## src/design/spb_pkg.sv

```systemverilog
package spb_pkg;

	typedef enum logic [1:0] {
		MODE_OFF      = 2'd0,
		MODE_ON       = 2'd1,
		MODE_BOOTING  = 2'd2,
		MODE_SHUTDOWN = 2'd3
	} mode_t;

	typedef enum logic [1:0] {
		ACT_NONE     = 2'd0,
		ACT_DEBOUNCE = 2'd1,
		ACT_LONG     = 2'd2
	} action_t;

	localparam int DELAY_BITS = 16;

	// register map of the config port
	localparam logic REG_DEBOUNCE   = 1'b0;
	localparam logic REG_LONG_PRESS = 1'b1;

	localparam logic [DELAY_BITS-1:0] DEBOUNCE_RESET   = 16'd500;
	localparam logic [DELAY_BITS-1:0] LONG_PRESS_RESET = 16'd4500;

	// timer request from the control logic; load wins over clear
	typedef struct packed {
		logic                  load;
		logic                  clear;
		action_t               action;
		logic [DELAY_BITS-1:0] delay;
	} timer_cmd_t;

	typedef struct packed {
		logic debounce_done;
		logic long_done;
	} timer_fire_t;

	typedef struct packed {
		logic  atx;
		logic  led;
		logic  shutdown;
		mode_t mode;
	} status_t;

endpackage

```

## src/design/spb_timer.sv

```systemverilog
module spb_timer #(
	parameter int TICK_COUNT_BITS = 16
) (
	input  logic                clk,
	input  logic                arst_n,
	input  logic                advance,
	input  spb_pkg::timer_cmd_t cmd,
	output spb_pkg::timer_fire_t fire
);

	localparam int DW = (TICK_COUNT_BITS > spb_pkg::DELAY_BITS) ?
		TICK_COUNT_BITS : spb_pkg::DELAY_BITS;
	localparam logic [TICK_COUNT_BITS-1:0] CNT_ONE = TICK_COUNT_BITS'(1);

	logic [TICK_COUNT_BITS-1:0] count_q;
	spb_pkg::action_t           pending_q;

	logic [DW-1:0]              delay_ext;
	logic [DW-1:0]              delay_sat;
	logic                       expire;

	// zero loads as one, anything above the counter range saturates
	always_comb begin
		delay_ext = DW'(cmd.delay);
		delay_sat = delay_ext;
		if (delay_ext == '0)
			delay_sat = DW'(1);
		else if (delay_ext > DW'({TICK_COUNT_BITS{1'b1}}))
			delay_sat = DW'({TICK_COUNT_BITS{1'b1}});
	end

	assign expire = (pending_q != spb_pkg::ACT_NONE) && (count_q == CNT_ONE);
	assign fire.debounce_done = expire && (pending_q == spb_pkg::ACT_DEBOUNCE);
	assign fire.long_done     = expire && (pending_q == spb_pkg::ACT_LONG);

	always_ff @(posedge clk or negedge arst_n) begin
		if (!arst_n) begin
			count_q   <= '0;
			pending_q <= spb_pkg::ACT_NONE;
		end else if (advance) begin
			if (cmd.load) begin
				count_q   <= delay_sat[TICK_COUNT_BITS-1:0];
				pending_q <= cmd.action;
			end else if (cmd.clear) begin
				count_q   <= '0;
				pending_q <= spb_pkg::ACT_NONE;
			end else if (pending_q != spb_pkg::ACT_NONE) begin
				count_q <= count_q - CNT_ONE;
				if (expire)
					pending_q <= spb_pkg::ACT_NONE;
			end
		end
	end

	a_pending_nonzero: assert property (@(posedge clk) disable iff (!arst_n)
		pending_q != spb_pkg::ACT_NONE |-> count_q != '0)
		else $error("timer pending with zero count");

	a_fire_onehot: assert property (@(posedge clk) disable iff (!arst_n)
		$onehot0({fire.debounce_done, fire.long_done}))
		else $error("both timer actions fired");

	a_load_takes: assert property (@(posedge clk) disable iff (!arst_n)
		advance && cmd.load |=> pending_q == $past(cmd.action))
		else $error("timer load lost");

endmodule

```

## src/design/spb_ctrl.sv

```systemverilog
module spb_ctrl (
	input  logic                                   clk,
	input  logic                                   arst_n,
	input  logic                                   advance,
	input  logic                                   button,
	input  logic                                   host,
	input  logic [spb_pkg::DELAY_BITS-1:0]         debounce_ticks,
	input  logic [spb_pkg::DELAY_BITS-1:0]         long_press_ticks,
	input  spb_pkg::timer_fire_t                   fire,
	output spb_pkg::timer_cmd_t                    cmd,
	output spb_pkg::status_t                       status
);

	typedef enum logic [2:0] {
		EV_NONE,
		EV_PRESS,
		EV_RELEASE,
		EV_HOST_ON,
		EV_HOST_OFF
	} ev_t;

	spb_pkg::status_t status_q;
	logic             armed_q;
	logic             button_hist_q;
	logic             host_hist_q;

	spb_pkg::status_t status_d;
	logic             armed_d;
	ev_t              ev;

	// host edge outranks a button edge in the same beat
	always_comb begin
		ev = EV_NONE;
		if (host != host_hist_q)
			ev = host ? EV_HOST_ON : EV_HOST_OFF;
		else if (button != button_hist_q)
			ev = button ? EV_RELEASE : EV_PRESS;
	end

	always_comb begin
		status_d   = status_q;
		armed_d    = armed_q;
		cmd.load   = 1'b0;
		cmd.clear  = 1'b0;
		cmd.action = spb_pkg::ACT_NONE;
		cmd.delay  = long_press_ticks;

		// timer expiry first, then the edge event
		if (fire.debounce_done) begin
			if (status_q.mode != spb_pkg::MODE_OFF) begin
				armed_d    = 1'b1;
				cmd.load   = 1'b1;
				cmd.action = spb_pkg::ACT_LONG;
			end else begin
				armed_d       = 1'b0;
				status_d.mode = spb_pkg::MODE_BOOTING;
				status_d.led  = 1'b1;
				status_d.atx  = 1'b1;
			end
		end
		if (fire.long_done) begin
			armed_d  = 1'b0;
			status_d = '{atx: 1'b0, led: 1'b0, shutdown: 1'b0, mode: spb_pkg::MODE_OFF};
		end

		unique case (ev)
			EV_PRESS: begin
				armed_d    = 1'b0;
				cmd.load   = 1'b1;
				cmd.action = spb_pkg::ACT_DEBOUNCE;
				cmd.delay  = debounce_ticks;
			end
			EV_RELEASE: begin
				cmd.load  = 1'b0;
				cmd.clear = 1'b1;
				if (armed_d && status_d.mode != spb_pkg::MODE_OFF) begin
					status_d.mode     = spb_pkg::MODE_SHUTDOWN;
					status_d.shutdown = 1'b1;
				end
				armed_d = 1'b0;
			end
			EV_HOST_ON: begin
				status_d.mode = spb_pkg::MODE_ON;
				status_d.led  = 1'b1;
			end
			EV_HOST_OFF: begin
				status_d = '{atx: 1'b0, led: 1'b0, shutdown: 1'b0,
					mode: spb_pkg::MODE_OFF};
			end
			default: begin
			end
		endcase
	end

	always_ff @(posedge clk or negedge arst_n) begin
		if (!arst_n) begin
			status_q      <= '{atx: 1'b0, led: 1'b0, shutdown: 1'b0,
				mode: spb_pkg::MODE_OFF};
			armed_q       <= 1'b0;
			button_hist_q <= 1'b1;
			host_hist_q   <= 1'b0;
		end else if (advance) begin
			status_q      <= status_d;
			armed_q       <= armed_d;
			button_hist_q <= button;
			host_hist_q   <= host;
		end
	end

	assign status = status_q;

endmodule

```

## src/design/soft_power_button_controller_core.sv

```systemverilog
// Soft power button controller with long-press forced off.
// Input channel (in_valid/in_ready): one beat per timer tick, carrying the
// sampled button level (0 pressed) and the host running level.
// Output channel (out_valid/out_ready): exactly one beat per input beat with
// the supply, LED and shutdown drives and the power state after that tick.
// Config port: cfg_wr_en with cfg_index 0 writes the debounce delay, index 1
// the long press delay; write only while no tick is in flight.
// A tick lands in the input register and is evaluated into the state/result
// registers once no result waits on out_ready, which raises out_valid.
// Throughput: one tick per cycle while out_ready stays high; the limit is
// the single state update stage.
// Stall: while a result waits on out_ready, one more tick is held in the
// input register and in_ready drops until the result is taken.
// Reset: power off, LED off, no timer pending, button history released,
// host history off, delays back to 500 and 4500 ticks.
module soft_power_button_controller_core #(
	parameter int TICK_COUNT_BITS = 16
) (
	input  logic                                   clk,
	input  logic                                   arst_n,
	input  logic                                   in_valid,
	output logic                                   in_ready,
	input  logic                                   button_level,
	input  logic                                   host_running_level,
	output logic                                   out_valid,
	input  logic                                   out_ready,
	output logic                                   atx_power_on,
	output logic                                   power_led_on,
	output logic                                   shutdown_request,
	output logic [1:0]                             power_state,
	input  logic                                   cfg_wr_en,
	input  logic                                   cfg_index,
	input  logic [spb_pkg::DELAY_BITS-1:0]         cfg_data
);

	logic                          valid_s1;
	logic                          button_s1;
	logic                          host_s1;
	logic                          out_valid_q;
	logic [spb_pkg::DELAY_BITS-1:0] debounce_q;
	logic [spb_pkg::DELAY_BITS-1:0] long_press_q;

	logic                          advance;
	spb_pkg::timer_cmd_t           cmd;
	spb_pkg::timer_fire_t          fire;
	spb_pkg::status_t              status;

	assign advance  = valid_s1 && (!out_valid_q || out_ready);
	assign in_ready = !valid_s1 || advance;

	always_ff @(posedge clk or negedge arst_n) begin
		if (!arst_n) begin
			valid_s1    <= 1'b0;
			out_valid_q <= 1'b0;
		end else begin
			if (in_valid && in_ready)
				valid_s1 <= 1'b1;
			else if (advance)
				valid_s1 <= 1'b0;
			if (advance)
				out_valid_q <= 1'b1;
			else if (out_ready)
				out_valid_q <= 1'b0;
		end
	end

	always_ff @(posedge clk) begin
		if (in_valid && in_ready) begin
			button_s1 <= button_level;
			host_s1   <= host_running_level;
		end
	end

	always_ff @(posedge clk or negedge arst_n) begin
		if (!arst_n) begin
			debounce_q   <= spb_pkg::DEBOUNCE_RESET;
			long_press_q <= spb_pkg::LONG_PRESS_RESET;
		end else if (cfg_wr_en) begin
			unique case (cfg_index)
				spb_pkg::REG_DEBOUNCE:   debounce_q   <= cfg_data;
				spb_pkg::REG_LONG_PRESS: long_press_q <= cfg_data;
				default: begin
				end
			endcase
		end
	end

	spb_timer #(
		.TICK_COUNT_BITS(TICK_COUNT_BITS)
	) u_timer (
		.clk     (clk),
		.arst_n  (arst_n),
		.advance (advance),
		.cmd     (cmd),
		.fire    (fire)
	);

	spb_ctrl u_ctrl (
		.clk              (clk),
		.arst_n           (arst_n),
		.advance          (advance),
		.button           (button_s1),
		.host             (host_s1),
		.debounce_ticks   (debounce_q),
		.long_press_ticks (long_press_q),
		.fire             (fire),
		.cmd              (cmd),
		.status           (status)
	);

	// state registers double as the result register: they only move on advance
	assign out_valid        = out_valid_q;
	assign atx_power_on     = status.atx;
	assign power_led_on     = status.led;
	assign shutdown_request = status.shutdown;
	assign power_state      = status.mode;

	a_advance_result: assert property (@(posedge clk) disable iff (!arst_n)
		advance |=> out_valid_q)
		else $error("evaluated beat produced no result");

	a_stall_holds_state: assert property (@(posedge clk) disable iff (!arst_n)
		out_valid_q && !out_ready |=> $stable(status))
		else $error("state moved while result stalled");

endmodule

```

## config.mk

```make
export PLATFORM = sky130hd
export DESIGN_NAME = soft_power_button_controller_core
export DESIGN_NICKNAME = d
export VERILOG_FILES = /design/src/design/spb_pkg.sv /design/src/design/spb_timer.sv /design/src/design/spb_ctrl.sv /design/src/design/soft_power_button_controller_core.sv
export SDC_FILE = /design/constraint.sdc
export NUM_CORES = 1
export LEC_CHECK = 0
export BUFFER_PORTS_ARGS = -buffer_cell sky130_fd_sc_hd__buf_2
export CAP_MARGIN = 20
export CORE_MARGIN = 2
export CORE_UTILIZATION = 45
export CTS_BUF_LIST = sky130_fd_sc_hd__clkbuf_4
export DETAILED_ROUTE_END_ITERATION = 10
export GPL_ROUTABILITY_DRIVEN = 0
export GPL_TIMING_DRIVEN = 0
export SETUP_SLACK_MARGIN = 0.02
export SYNTH_ARGS = -nofsm -noshare
export SYNTH_HDL_FRONTEND = slang
export SYNTH_HIERARCHICAL = 1
export SYNTH_SLANG_ARGS = --single-unit
```

## constraint.sdc

```tcl
create_clock -name clk -period 6.6 [get_ports clk]
set_clock_uncertainty 0.1 [all_clocks]
set_input_delay 1.32 -clock clk [delete_from_list [all_inputs] [get_ports clk]]
set_output_delay 1.32 -clock clk [all_outputs]
set_load 0.005 [all_outputs]
```

==> out/results.ini <==
[yosys]
syn_inst = 280
synth-edff-count = 2
synth_area_mm2 = 0.00332
ys.warnings.count = 6
syn_nets = 307
ys_ff_latch = 62
synth-main-ff-cell = dfrtp_1
synth_cell_types = 61
postSynthAreaPerCell_um2 = 11.9
yosysSeqAreaShare = 0.475
async_flop_share = 0.968

[global_route]
grt_pass1_wl_mm = 12.0
grtUsageTotal = 0.186
grt_pass1_vias = 2315
grt_antenna_before_repair = 0
grt_max_degree = 37
grt.overflow.total = 0

[sta]
final_max_slew_viol_count = 0
finalHoldViolations = 0
setup_tns_ns = 0
fin_crit_sh = 0.604
fmax_ghz = 0.251
period_needed_ns = 3.99
relSlewSlack = 0.570
rsz0062_at_grt = false
finalSetupViolations = 0
worst_slew_pin_slew_ns = 0.637

[critical_path]
crit_fanout = 10
cpPeakStageDelay_ns = 0.63
cp.arrival_ns = 4.24
required_ns = 6.85
path_buf_inv = 4
path_cells = inv_1 > ha_1 > or4b_2 > or3_4 > nor3b_2 > o21ai_0 > o21bai_1 > clkbuf_1 > and2_1 > clkbuf_1 > and2_1 > clkbuf_1 > a221o_1
cpMaxStageDelayCell = or4b_2
end_kind = register
setup.worst_path.start_class = register
cpMostUsedCell = clkbuf_1
rr_worst_depth = 13
critPathTopFamily = simple AND/OR/NAND/NOR gates
setup.worst_path.class = register to register
path_depth = 13

[clock_tree]
ctsHtreeMaxLevel = 3
clk_pin_slew_ns = 0.10
postCtsSetupBuffers = 0
cts_root_buf = clkbuf_4
cts_inserted_buffers = 9
cts.sinks = 62
clkLatencyLatePin_ns = 0.41
cts_tree = done
hold_buffers = 0
clock_path_buffers = 2
ctsResizeCount = 0

[finish]
final_cell_mix = dfrtp_1, mux2_2, buf_2, o21ai_0, dfstp_2
n_fill_cell = 680
diodes = 0
final_common_cell = dfrtp_1
area_growth_pct = 13.7
nets = 349
drive_gt1_frac = 0.401

[flow_run]
drv.max_cap_violation_count = 0

[hold_path]
worstHoldPathCells = 1
min_path_type = register to register

[pwr]
total_power_mw = 1.16
power_leakage_nw = 1.58
worst_ir_drop_vdd_mv = 0.123
power_density_mw_per_mm2 = 307

[detailed_routing]
num_vias = 2352
first_pass_iters = 4
drc_errors = 0
first_iter_violations = 164
postRouteAntennaNets = 0
vias_per_cell = 5.52
totalWireLength_mm = 6.98
routedWlPerCell_um = 16.4

[die]
core_area_mm2 = 0.00721
initial_utilization = 0.460
ios = 31
die_area_mm2 = 0.00809
die_w_um = 89.9
die_h_um = 89.9
rows = 31

[run_status]
status = complete, no violations

[placement]
dp_hpwl_mm = 5.09
portBuffers = 30

[final cells by class]
type                            instances  area [um2]  share of cell area
Multi-Input combinational cell        194        1620               0.428
Clock buffer                           10        75.1              0.0199
Tap cell                               99         124              0.0328
Sequential cell                        62        1580               0.417
Buffer                                 14        90.1              0.0238
Clock inverter                          6        86.3              0.0229
Inverter                               10        37.5             0.00994
Timing Repair Buffer                   31         170              0.0450
[per-stage QoR]
stage / utilization / hold WS, ns / std cells / area, um2 / setup WS [ns]
floorplan: - / 0.349 / 280 / 3320 / 3.27
global placement: 0.498 / 0.379 / 409 / 3600 / 2.67
detailed placement: 0.501 / 0.376 / 410 / 3620 / 2.66
CTS: 0.524 / 0.407 / 426 / 3780 / 2.61
global route: 0.524 / 0.438 / 426 / 3780 / 2.37
finish: 0.524 / 0.399 / 426 / 3780 / 2.61
[cells in the mapped netlist (all sizes together), types with 2 or more instances]
| master | number | area share |
|---|---|---|
| a32oi | 2 | 0.0053 |
| o21bai | 3 | 0.0068 |
| a21oi | 11 | 0.017 |
| or3 | 2 | 0.0053 |
| nor3b | 5 | 0.014 |
| buf | 7 | 0.019 |
| dfstp | 12 | 0.095 |
| nor4 | 8 | 0.021 |
| a221o | 6 | 0.018 |
| inv | 10 | 0.011 |
| ha | 3 | 0.011 |
| clkbuf | 7 | 0.0079 |
| and2 | 4 | 0.0075 |
| a31oi | 2 | 0.0038 |
| or2 | 2 | 0.0038 |
| nand3 | 4 | 0.0060 |
| nand2b | 8 | 0.015 |
| nor2b | 3 | 0.0057 |
| nand3b | 4 | 0.013 |
| nor2 | 10 | 0.011 |
| mux2 | 51 | 0.18 |
| and4bb | 2 | 0.0087 |
| a21boi | 2 | 0.0045 |
| nor3 | 9 | 0.015 |
| or4 | 4 | 0.010 |
| edfxtp | 2 | 0.018 |
| dfrtp | 48 | 0.36 |
| nand2 | 8 | 0.0098 |
| and3 | 3 | 0.0057 |
| o21ai | 14 | 0.021 |
| or4b | 2 | 0.0060 |
| a211o | 4 | 0.011 |
| o211ai | 5 | 0.011 |
[kinds of logic (layout without fill, tap and decap cells)]
| logic type | Yosys count | after routing | synth area share |
|---|---|---|---|
| buffers and inverters | 24 | 71 | 0.0384 |
| multiplexers | 51 | 51 | 0.184 |
| flip-flops | 62 | 62 | 0.475 |
| AO/OA/AOI/OAI | 59 | 59 | 0.124 |
| adder cells (fa/ha/maj) | 3 | 3 | 0.0113 |
| AND/OR/NAND/NOR | 81 | 81 | 0.168 |
[power by group]
group	total, mW	leakage [nW]	switching (mW)	internal, mW
combinational	0.313	0.782	0.157	0.157
sequential	0.546	0.716	0.0778	0.469
clock	0.299	0.0864	0.142	0.157
[worst register-to-register path: stages (launching register included)]
cell      delay, ns
dfrtp_1        0.42
inv_1          0.11
ha_1           0.15
or4b_2         0.63
or3_4          0.37
nor3b_2        0.26
o21ai_0        0.18
o21bai_1       0.20
clkbuf_1       0.39
and2_1         0.19
clkbuf_1       0.31
and2_1         0.18
clkbuf_1       0.25
a221o_1        0.21
[registers in the layout (all words and copies together), names as in the netlist]
name,count
out_valid,1
u_ctrl/host_hist_q,1
u_ctrl/button_hist_q,1
host_s1,1
valid_s1,1
button_s1,1
u_ctrl/armed_q,1
u_timer/pending_q,2
u_ctrl/status,5
u_timer/count_q,16
debounce_q,16
long_press_q,16
[layer usage]
metal | global-route usage | wire length, um | share of wire | vias to the layer above
met3 | 0.0419 | 327 | 0.047 | 9
met2 | 0.273 | 3090 | 0.44 | 57
li1 | - | - | - | 1136
met1 | 0.272 | 3450 | 0.49 | 1150
met4 | 0.0692 | 114 | 0.016 | 0
met5 | 0 | 0 | 0 | -
[worst paths after layout]
| kind | slack [ns] | end | start |
|---|---|---|---|
| setup / recovery | 2.61 | u_timer/count_q[6] | u_timer/count_q[1] |
| hold / removal | 0.40 | out_valid | valid_s1 |
| setup reg to reg | 2.61 | u_timer/count_q[6] | u_timer/count_q[1] |
| hold reg to reg | 0.40 | out_valid | valid_s1 |
| max in group asynchronous | 4.92 | long_press_q[12] | arst_n |
| min in group asynchronous | 0.80 | u_ctrl/status[2] | arst_n |
No activity file was read; power rests on OpenSTA's default activity.
